## src/rtl/mlpq_pkg.sv

```systemverilog
package mlpq_pkg;

    // Field widths fixed by the request and response formats
    localparam int unsigned VALUE_W = 32;
    localparam int unsigned LEVEL_W = 4;
    localparam int unsigned COUNT_W = 5;
    localparam int unsigned TOTAL_W = 9;

    // Request action codes
    typedef enum logic [1:0] {
        ACT_INSERT = 2'd0,
        ACT_POP    = 2'd1,
        ACT_CLEAR  = 2'd2
    } t_action;

    // Response status codes
    typedef enum logic [1:0] {
        ST_OK       = 2'd0,
        ST_EMPTY    = 2'd1,
        ST_BADLEVEL = 2'd2,
        ST_FULL     = 2'd3
    } t_status;

    typedef struct packed {
        t_action                    action;
        logic signed [VALUE_W-1:0]  item_value;
        logic [LEVEL_W-1:0]         level;
    } t_req;

    typedef struct packed {
        t_status                    status;
        logic                       head_valid;
        logic signed [VALUE_W-1:0]  head_value;
        logic [LEVEL_W-1:0]         head_level;
        logic [COUNT_W-1:0]         level_count;
        logic [TOTAL_W-1:0]         total_count;
    } t_rsp;

endpackage

```

## src/rtl/mlpq_if.sv

```systemverilog
// Request channel into the queue
interface mlpq_req_if;
    import mlpq_pkg::*;
    logic valid;
    logic ready;
    t_req data;

    modport source (output valid, output data, input ready);
    modport sink   (input valid, input data, output ready);
endinterface

// Response channel out of the queue
interface mlpq_rsp_if;
    import mlpq_pkg::*;
    logic valid;
    logic ready;
    t_rsp data;

    modport source (output valid, output data, input ready);
    modport sink   (input valid, input data, output ready);
endinterface

```

## src/rtl/multilevel_priority_fifo.sv

```systemverilog
// Channel   Dir   Handshake            Payload
// i_req     in    valid / ready        action, item_value, level
// o_rsp     out   valid / ready        status, head_valid, head_value, head_level,
//                                      level_count, total_count
//
// One request per cycle unless a response waits with o_rsp.ready low; each response
// appears in the cycle after its request is taken. The entry memory has separate write
// and read ports, read with registered data at the edge that updates the pointers.
// Reset (synchronous, i_rst_n low) empties every level; no memory clear is needed.
// A response waiting in the output register blocks a new request only while
// o_rsp.ready is low; when it is taken, a new request is accepted in the same cycle.
module multilevel_priority_fifo #(
    parameter int LEVELS      = 4,
    parameter int LEVEL_DEPTH = 16
) (
    input  logic        i_clk,
    input  logic        i_rst_n,
    mlpq_req_if.sink    i_req,
    mlpq_rsp_if.source  o_rsp
);
    import mlpq_pkg::*;

    localparam int LW        = $clog2(LEVELS);
    localparam int DW        = $clog2(LEVEL_DEPTH);
    localparam int FW        = $clog2(LEVEL_DEPTH + 1);
    localparam int TW        = $clog2(LEVELS * LEVEL_DEPTH + 1);
    localparam int AW        = LW + DW;
    localparam int MEM_DEPTH = LEVELS * (2 ** DW);

    // Per-level ring state
    logic [DW-1:0]  r_rp   [LEVELS];
    logic [DW-1:0]  r_wp   [LEVELS];
    logic [FW-1:0]  r_fill [LEVELS];
    logic [TW-1:0]  r_total;
    logic [DW-1:0]  n_rp   [LEVELS];
    logic [DW-1:0]  n_wp   [LEVELS];
    logic [FW-1:0]  n_fill [LEVELS];
    logic [TW-1:0]  n_total;

    // Entry memory and its registered read data
    logic [VALUE_W-1:0] r_mem [MEM_DEPTH];
    logic [VALUE_W-1:0] r_head_value;

    // Output register
    logic               r_out_valid;
    t_rsp               r_rsp;

    logic               w_accept;
    logic               w_lvl_ok;
    logic [LW-1:0]      w_lvl;
    logic [LW-1:0]      w_top_b;
    logic               w_any_b;
    logic [LW-1:0]      w_top_a;
    logic               w_any_a;
    t_status            w_status;
    logic               w_wr_en;
    logic [AW-1:0]      w_wr_addr;
    logic [AW-1:0]      w_rd_addr;
    logic [COUNT_W-1:0] w_level_count;

    function automatic logic [DW-1:0] f_next(input logic [DW-1:0] p);
        f_next = (p == DW'(LEVEL_DEPTH - 1)) ? '0 : p + 1'b1;
    endfunction

    // Handshake: the output register frees up when its response is taken
    assign i_req.ready = i_rst_n && (!r_out_valid || o_rsp.ready);
    assign w_accept    = i_req.valid && i_req.ready;

    assign w_lvl_ok = ({1'b0, i_req.data.level} < (LEVEL_W + 1)'(LEVELS));
    assign w_lvl    = i_req.data.level[LW-1:0];

    // Highest non-empty level before the request
    always_comb begin
        w_top_b = '0;
        w_any_b = 1'b0;
        for (int l = 0; l < LEVELS; l++) begin
            if (r_fill[l] != '0) begin
                w_top_b = LW'(l);
                w_any_b = 1'b1;
            end
        end
    end

    // Next state of the level rings
    always_comb begin
        n_rp      = r_rp;
        n_wp      = r_wp;
        n_fill    = r_fill;
        n_total   = r_total;
        w_status  = ST_OK;
        w_wr_en   = 1'b0;
        w_wr_addr = {w_lvl, r_wp[w_lvl]};
        unique case (i_req.data.action)
            ACT_INSERT: begin
                if (!w_lvl_ok) begin
                    w_status = ST_BADLEVEL;
                end else if (r_fill[w_lvl] >= FW'(LEVEL_DEPTH)) begin
                    w_status = ST_FULL;
                end else begin
                    w_wr_en        = w_accept;
                    n_wp[w_lvl]    = f_next(r_wp[w_lvl]);
                    n_fill[w_lvl]  = r_fill[w_lvl] + 1'b1;
                    n_total        = r_total + 1'b1;
                end
            end
            ACT_POP: begin
                if (!w_any_b) begin
                    w_status = ST_EMPTY;
                end else begin
                    n_rp[w_top_b]   = f_next(r_rp[w_top_b]);
                    n_fill[w_top_b] = r_fill[w_top_b] - 1'b1;
                    n_total         = r_total - 1'b1;
                end
            end
            ACT_CLEAR: begin
                for (int l = 0; l < LEVELS; l++) begin
                    n_rp[l]   = '0;
                    n_wp[l]   = '0;
                    n_fill[l] = '0;
                end
                n_total = '0;
            end
            default: begin
            end
        endcase
    end

    // Head after the request: highest non-empty level and its read slot
    always_comb begin
        w_top_a = '0;
        w_any_a = 1'b0;
        for (int l = 0; l < LEVELS; l++) begin
            if (n_fill[l] != '0) begin
                w_top_a = LW'(l);
                w_any_a = 1'b1;
            end
        end
    end

    assign w_rd_addr     = {w_top_a, n_rp[w_top_a]};
    assign w_level_count = w_lvl_ok ? COUNT_W'(n_fill[w_lvl]) : '0;

    // Ring pointers, fills and output valid
    always_ff @(posedge i_clk) begin
        if (!i_rst_n) begin
            for (int l = 0; l < LEVELS; l++) begin
                r_rp[l]   <= '0;
                r_wp[l]   <= '0;
                r_fill[l] <= '0;
            end
            r_total     <= '0;
            r_out_valid <= 1'b0;
        end else begin
            if (w_accept) begin
                r_rp    <= n_rp;
                r_wp    <= n_wp;
                r_fill  <= n_fill;
                r_total <= n_total;
            end
            if (w_accept) begin
                r_out_valid <= 1'b1;
            end else if (o_rsp.ready) begin
                r_out_valid <= 1'b0;
            end
        end
    end

    // Response fields
    always_ff @(posedge i_clk) begin
        if (w_accept) begin
            r_rsp.status      <= w_status;
            r_rsp.head_valid  <= w_any_a;
            r_rsp.head_value  <= '0;
            r_rsp.head_level  <= w_any_a ? LEVEL_W'(w_top_a) : '0;
            r_rsp.level_count <= w_level_count;
            r_rsp.total_count <= TOTAL_W'(n_total);
        end
    end

    // Entry memory; the new head reads around a same-cycle write to its slot
    always_ff @(posedge i_clk) begin
        if (w_wr_en) begin
            r_mem[w_wr_addr] <= i_req.data.item_value;
        end
        if (w_accept) begin
            priority if (!w_any_a) begin
                r_head_value <= '0;
            end else if (w_wr_en && (w_wr_addr == w_rd_addr)) begin
                r_head_value <= i_req.data.item_value;
            end else begin
                r_head_value <= r_mem[w_rd_addr];
            end
        end
    end

    always_comb begin
        o_rsp.data            = r_rsp;
        o_rsp.data.head_value = r_head_value;
    end
    assign o_rsp.valid = r_out_valid;

endmodule

```

## src/flat_wrapper.sv

```systemverilog
// flat-port wrapper written by rule: the top's interface ports become plain ports
module multilevel_priority_fifo_flat import mlpq_pkg::*;
#(
    parameter int LEVELS      = 4,
    parameter int LEVEL_DEPTH = 16
)
  (i_clk, i_rst_n, i_req_valid, i_req_data, i_req_ready, o_rsp_valid, o_rsp_data, o_rsp_ready);
  mlpq_req_if i_req_i ();
  mlpq_rsp_if o_rsp_i ();
  input  logic i_clk;
  input  logic i_rst_n;
  input wire logic [$bits(i_req_i.valid)-1:0] i_req_valid;
  input wire logic [$bits(i_req_i.data)-1:0] i_req_data;
  output wire logic [$bits(i_req_i.ready)-1:0] i_req_ready;
  output wire logic [$bits(o_rsp_i.valid)-1:0] o_rsp_valid;
  output wire logic [$bits(o_rsp_i.data)-1:0] o_rsp_data;
  input wire logic [$bits(o_rsp_i.ready)-1:0] o_rsp_ready;
  assign i_req_i.valid = i_req_valid;
  assign i_req_i.data = i_req_data;
  assign i_req_ready = i_req_i.ready;
  assign o_rsp_valid = o_rsp_i.valid;
  assign o_rsp_data = o_rsp_i.data;
  assign o_rsp_i.ready = o_rsp_ready;
  multilevel_priority_fifo #(.LEVELS(LEVELS), .LEVEL_DEPTH(LEVEL_DEPTH)) u_core (.i_clk(i_clk), .i_rst_n(i_rst_n), .i_req(i_req_i), .o_rsp(o_rsp_i));
endmodule
```

## config.mk

```make
export PLATFORM = sky130hd
export DESIGN_NAME = multilevel_priority_fifo_flat
export DESIGN_NICKNAME = d
export VERILOG_FILES = /design/src/rtl/mlpq_pkg.sv /design/src/rtl/mlpq_if.sv /design/src/rtl/multilevel_priority_fifo.sv /design/src/flat_wrapper.sv
export SDC_FILE = /design/constraint.sdc
export NUM_CORES = 2
export LEC_CHECK = 0
export ABC_CLOCK_PERIOD_IN_PS = 6500
export BUFFER_PORTS_ARGS = -buffer_cell sky130_fd_sc_hd__buf_2
export CAP_MARGIN = 20
export CELL_PAD_IN_SITES_DETAIL_PLACEMENT = 0
export CELL_PAD_IN_SITES_GLOBAL_PLACEMENT = 2
export CORE_UTILIZATION = 46
export DETAILED_ROUTE_END_ITERATION = 10
export GPL_TIMING_DRIVEN = 0
export MAX_ROUTING_LAYER = met4
export PLACE_DENSITY = 0.77
export REMOVE_ABC_BUFFERS = 1
export SLEW_MARGIN = 20
export SYNTH_ARGS = -nofsm -noshare
export SYNTH_HDL_FRONTEND = slang
export SYNTH_SLANG_ARGS = --single-unit
```

## constraint.sdc

```tcl
create_clock -name i_clk -period 6.5 [get_ports i_clk]
set_input_delay 0.325 -clock i_clk [delete_from_list [all_inputs] [get_ports i_clk]]
set_output_delay 0.325 -clock i_clk [all_outputs]
set_load 0.01 [all_outputs]
```

Word level (Yosys, flattened, before mapping):

Memories as Yosys holds them, arrays and structs flattened. A register that Yosys moved wholly into a read port is not among the register bits.
Cells that the tools add are included.

* bits in registers: 79
* bits in writable memories: 2048
* input port bits: 42
* output and inout port bits: 55
* word-level logic and storage cells: 132
* memories: 1

* add/sub/neg operators: 6
* order comparisons: 7
* equal/unequal tests: 6
* muxes and demuxes: 70
* bitwise operators: 3
* reductions and logical operators: 19

Memory list
* u_core.r_mem: depth 64, bits a word 32, read ports 1, clocked after Yosys merged registers in 1, write ports 1, line multilevel_priority_fifo.sv:41 `logic [VALUE_W-1:0] r_mem [MEM_DEPTH];`

Operator list (number)
* 16-bit case mux with 2 select lines: 2
* 20-bit two-way mux: 3
* 20-bit case mux with 3 select lines: 1
* 16-bit two-way mux: 3
* 20-bit bitwise mux: 2
* 4-bit two-way mux: 10
* 5-bit two-way mux: 8
* 5-bit nonzero test: 8
* 16-bit bitwise mux: 2
* 5-bit binary-select mux with 2-bit select: 3
* 4-bit binary-select mux with 2-bit select: 3
* 7-bit two-way mux: 3
* 7-bit case mux with 3 select lines: 1
* 5-bit demux with 2-bit select: 2
* 1-bit two-way mux: 18
* 4-bit demux with 2-bit select: 2
* 2-bit two-way mux: 6
* 3-bit greater-or-equal comparator (second input constant): 3
* 2-bit NOT with 3-bit output: 3
* 4-bit by 1-bit adder with 4-bit output (second input constant): 2
* 4-bit == test (second input constant): 2
* 7-bit by 1-bit adder with 7-bit output (second input constant): 1
* 7-bit by 1-bit subtractor with 7-bit output (second input constant): 1
* 3-bit by 1-bit less-than comparator with 1-bit output (second input constant): 2
* 15 further kinds: 20

Depth between registers and ports, before layout:

* depth in word-level cells: 20
* gate-level depth with buffers: 28
* gate-level depth less buffers: 20

Least setup slack after synthesis:

OpenSTA, ideal clock, no wires.

* kind: flip-flop to flip-flop
* start: register u_core.r_fill[2] in the netlist's numbering
* end: register u_core.r_head_value[22] (read register of u_core.r_mem) (data pin)
* library setup time: 0.256 ns
* arrival: 4.986 ns
* data required time: 6.244 ns
* setup slack: 1.258 ns
* cell stages (with the launch flop): 23
* path buffers: 6
* clock period less this slack: 5.242 ns
* cell sequence: dfxtp_1 buf_2 or3_1 buf_2 or3_1 o221ai_2 ha_1 inv_1 nor3_1 xnor2_1 a2111oi_1 nand2_1 a2bb2oi_1 and2_1 buf_6 buf_6 buf_2 buf_1 nand3_1 a2111oi_0 nor3_1 nand3_1 nand2_1

* cells in the longest elaborated chain, start to end: 18
* elaborated cells between the ends (all ways): 51
* classes of those cells: add/sub: 3; order compare: 3; eq/ne: 1; mux: 35; bitwise: 2; reduce/logical: 7

RTL lines
* start, declared: line multilevel_priority_fifo.sv:33 `logic [FW-1:0] r_fill [LEVELS];`
* start signal, assigned: line multilevel_priority_fifo.sv:157 `r_fill <= n_fill;`
* 5-bit nonzero test: line multilevel_priority_fifo.sv:77 `if (r_fill[l] != '0) begin`
* 2-bit two-way mux: line multilevel_priority_fifo.sv:77
* 2-bit NOT with 3-bit output (not written as such): line multilevel_priority_fifo.sv:110, multilevel_priority_fifo.sv:111
* 5-bit binary-select mux with 2-bit select (tied with other cells): line multilevel_priority_fifo.sv:111 `n_fill[w_top_b] = r_fill[w_top_b] - 1'b1;`
* 5-bit two-way mux (not written as such) / 1-bit logical AND (equally long branches): line multilevel_priority_fifo.sv:111, multilevel_priority_fifo.sv:110
* 5-bit two-way mux (not written as such): line multilevel_priority_fifo.sv:111
* 5-bit by 1-bit subtractor with 5-bit output / 5-bit demux with 2-bit select (equally long branches): line multilevel_priority_fifo.sv:111
* 20-bit bitwise mux: line multilevel_priority_fifo.sv:111
* 20-bit two-way mux: line multilevel_priority_fifo.sv:107 `if (!w_any_b) begin`
* 20-bit case mux with 3 select lines: line multilevel_priority_fifo.sv:93 `unique case (i_req.data.action)`
* 5-bit nonzero test: line multilevel_priority_fifo.sv:133 `if (n_fill[l] != '0) begin`
* 1-bit two-way mux: line multilevel_priority_fifo.sv:133
* 2-bit two-way mux (2 in series): line multilevel_priority_fifo.sv:133
* 2-bit NOT with 3-bit output (not written as such): line multilevel_priority_fifo.sv:140 `assign w_rd_addr = {w_top_a, n_rp[w_top_a]};`
* 4-bit binary-select mux with 2-bit select: line multilevel_priority_fifo.sv:140
* 4-bit two-way mux (not written as such) (2 in series): line multilevel_priority_fifo.sv:140
* end, declared: line multilevel_priority_fifo.sv:42 `logic [VALUE_W-1:0] r_head_value;`

Several ways; a longest one is shown, not always the timed one. The select of a mux whose other input is x is not followed.
A chain may end at the register's enable or synchronous reset.

Worst setup path after layout:

* start: register u_core.r_fill[2] in the netlist's numbering
* end: register u_core.r_head_value[24] (read register of u_core.r_mem) (data pin)

Same word-level chain as after synthesis.

==> metrics.md <==
| Metric | Value |
|---|---|
| Leading cell type in the layout, fill and taps excluded | edfxtp_1 |
| Final hold viol count | 0 |
| Max_cap viols | 0 |
| Final worst-path cycle share | 101% |
| Async SR Flop Fraction | 0% |
| RSZ-0062 raised after global routing | yes |
| Leakage | 36.4 nW |
| DRT met1 WL | 119 mm |
| Starting density of the core | 46.5% |
| DP HPWL | 177 mm |
| Slowest CP cell | o211ai_1 |
| CP Launch Type | flip-flop |
| Reg clk slew, reported paths | 60 ps |
| PD cells | 290 nW/µm² |
| GP Congestion | 0.883 |
| Worst vdd ir | 0.000224 V |
| Worst-Skew Late Latency | 870 ps |
| Die height | 438 µm |
| CTS buffer count | 219 |
| Mux cell area share after synthesis | 2.70% |
| Design area | 105000 µm² |
| Worst Path Class, Setup | flip-flop to flip-flop |
| Initial antenna violation count | 6 |
| Length of the first detailed-routing pass in iterations | 5 |
| Die X | 438 µm |
| Final min period | 6590 ps |
| Post-synthesis instance area | 87600 µm² |
| Fmax | 152 MHz |
| # DRC | 0 |
| Core Region | 188000 µm² |
| Area growth, synth to finish | 19.7% |
| CP dominant cell by count | buf_16 |
| Root Driver | clkbuf_16 |
| Footprint of the multi-input gates | 22700 µm² |
| GR Util All Layers | 31.1% |
| Met3 WL | 27.2 mm |
| Sequential area share after synthesis | 73.3% |
| Vias in the first global route | 54000 |
| Path depth of the worst reg2reg path | 21 |
| Register Area | 64200 µm² |
| Top layer in use | met4 |
| Largest family of logic cells by synthesized area | simple AND/OR/NAND/NOR gates |
| Outcome | finished with violations |
| Port Buffer Count | 92 |
| Most frequent cells in the layout | 2097 x edfxtp_1, 1551 x nand2_1, 523 x nand3_1 |
| Final WL | 296 mm |
| Die area | 192000 µm² |
| Layout Nets | 6794 |
| Required time of the critical path | 7040 ps |
| Library cells used by synthesis | 103 |
| Drt via density | 6.20 |
| WHS Path Cells | 1 |
| Setup Skew | 34.3 ps |
| Crit-path max cell delay | 1010 ps |
| Largest net degree at the start of global routing | 108 |
| First-pass GRT wire length | 411 mm |
| Average routed wire per standard cell | 31.4 µm |
| Hold Crit Class | input pin to flip-flop |
| Number of enable flip-flop cells after synthesis | 2097 |
| Std-Cell Rows | 159 |
| Met2 routed WL | 137 mm |
| Filler Cell Count | 14800 |
| Post-route ant nets | 0 |
| Maximum buffer depth of the clock tree | 3 |
| CP endpoint kind | flip-flop |
| Synth Area in Compound Gates | 7.54% |
| CTS tree | done |
| Post-synthesis xor/xnor area fraction | 0.141% |
| Htree depth | 4 |
| Crit path arrival time | 7130 ps |
| Syn Inst Count | 6485 |
| Boundary pin count | 97 |
| Final Worst Setup Slack | -91.4 ps |
| Crit-path cells | or3_4, or3_1, o221ai_4, ha_4, inv_1, nor3_2, xnor2_2, a21oi_2, nand3_4, a21o_4, and2_4, buf_16, buf_16, nand2_8, buf_16, buf_4, a21oi_1, nor3_2, a2111oi_0, o211ai_1, nand3_1 |
| Layout cell share with drive strength beyond 1 | 14.7% |
| Post-DP Area | 95200 µm² |
| Failing checks | setup timing |
| CTS Sinks | 2157 |
| Delay-heaviest family, CP | compound AO/OA/AOI/OAI gates |
| Via count | 58500 |
| Slew Viols, Final | 0 |
| Synth Area in Adders | 0.143% |
| Yosys reg bits | 2157 |
| Worst slew pin tran | 1250 ps |
| Setup-failing EPs final | 1 |
| Gr ovfl total | 0 |
| CP Depth | 21 |
| Ys Warns | 0 |
| Iter 0 DRT Violations | 7531 |
| Most used DFF post-synth | edfxtp_1 |
| Worst path buffer plus inverter count | 5 |
| Slew margin rel. | 16.1% |
| Mapped Avg Cell Area | 13.5 µm² |
| Final core utilization | 55.6% |
| Worst Path Max Fanout | 21 |
| Post-synthesis simple-gate area fraction | 13.5% |
==> worst paths after layout <==
path | slack [ps] | startpoint | to
setup / recovery | -90 | u_core.r_fill[2] | u_core.r_head_value[24]
hold reg to reg | 480 | u_core.r_rp[10] | u_core.r_rp[10]
hold / removal | 10 | i_req_data[21] | u_core.r_mem[6][17]
setup reg to reg | -90 | u_core.r_fill[2] | u_core.r_head_value[24]
==> registers in the layout, indices dropped and copies added (netlist names) <==
| name | flops |
|---|---|
| u_core.r_head_value | 32 |
| u_core.r_fill | 20 |
| u_core.r_mem | 2048 |
| u_core.o_rsp.data | 17 |
| u_core.r_wp | 16 |
| u_core.o_rsp.valid | 1 |
| u_core.r_rp | 16 |
| u_core.r_total | 7 |
==> cell usage after synthesis, types with 16 or more instances <==
cell type	instances	area share, %
nor4_1	28	0.20
buf_6	27	0.35
edfxtp_1	2097	72
a21oi_1	261	1.5
nand2_1	1562	6.7
buf_2	199	1.1
nor3_1	62	0.35
a211oi_1	81	0.69
nand3_1	532	3.0
o211ai_1	18	0.15
clkbuf_1	130	0.56
a311oi_1	51	0.51
a32oi_1	40	0.40
nand4_1	67	0.48
buf_1	22	0.094
a22o_1	18	0.18
nor2_1	160	0.69
inv_1	24	0.10
or3_1	21	0.15
dfxtp_1	60	1.4
a22oi_1	64	0.55
and3_1	138	0.99
buf_4	45	0.39
o22ai_1	54	0.39
mux2i_1	200	2.3
nor2b_1	16	0.11
o21ai_0	79	0.45
a221oi_1	24	0.24
a2111oi_0	26	0.26
a31oi_1	101	0.72
==> layout make-up <==
cell class / count / share of cell area (%)
diodes: 8 / 0.0191
clock buffers: 267 / 5.48
clock inverters: 141 / 1.17
inverters: 27 / 0.112
multi-input cells: 3888 / 21.6
flip-flops and latches: 2157 / 61.2
well taps: 2495 / 2.98
repair buffers: 449 / 7.35
==> metal layers <==
| layer | global-route usage, % | vias up |
|---|---|---|
| met2 | 47.2 | 3045 |
| li1 | - | 25100 |
| met4 | 12.1 | 0 |
| met3 | 4.94 | 603 |
| met1 | 42.1 | 29800 |
| met5 | - | - |
==> timing repair <==
action / in CTS / in global routing
buffers inserted: 54 / 25
endpoints found under the setup margin: 32 / 32
hold buffers: 3 / 2
endpoints found under the hold margin: 28 / 18
pin swaps: 37 / 28
gates cloned: 31 / 9
resized for setup: 110 / 42
==> cells by family (layout without fill, tap and decap cells) <==
| group | after synthesis | count (layout) |
|---|---|---|
| simple gates | 2676 | 2684 |
| mux | 220 | 220 |
| compound gates | 956 | 958 |
| buf+inv | 453 | 884 |
| xor+xnor | 12 | 12 |
| flops | 2157 | 2157 |
| fa+ha+maj | 10 | 10 |
| other cells | 1 | 12 |
==> power by group <==
group | internal (mW) | switching (mW)
registers | 15.3 | 0.00808
clock network | 7.02 | 5.36
logic | 0.864 | 1.81
==> metrics by stage <==
stage	hold WS, ps	power (mW)	cells	TNS [ps]	setup slack (ps)
floorplan	424	17.2	6062	-368170	-12420
global placement	453	18.5	8649	-9437110	-33040
detailed placement	461	17.9	8892	-68200	-2890
CTS	1.76	30.4	9387	0	8.94
global route	2.49	31.1	9428	-60.2	-58.1
finish	12.3	30.3	9432	-91.4	-91.4
==> worst register-to-register path: stages, from the launching register on <==
cell and delay [ps]:
dfxtp_2 390, or3_4 430, or3_1 400, o221ai_4 240, ha_4 200, inv_1 100
nor3_2 260, xnor2_2 200, a21oi_2 570, nand3_4 350, a21o_4 350, and2_4 230
buf_16 190, buf_16 210, nand2_8 170, buf_16 170, buf_4 170, a21oi_1 60
nor3_2 290, a2111oi_0 110, o211ai_1 1010, nand3_1 160
Power figures use the tool's default switching activity.
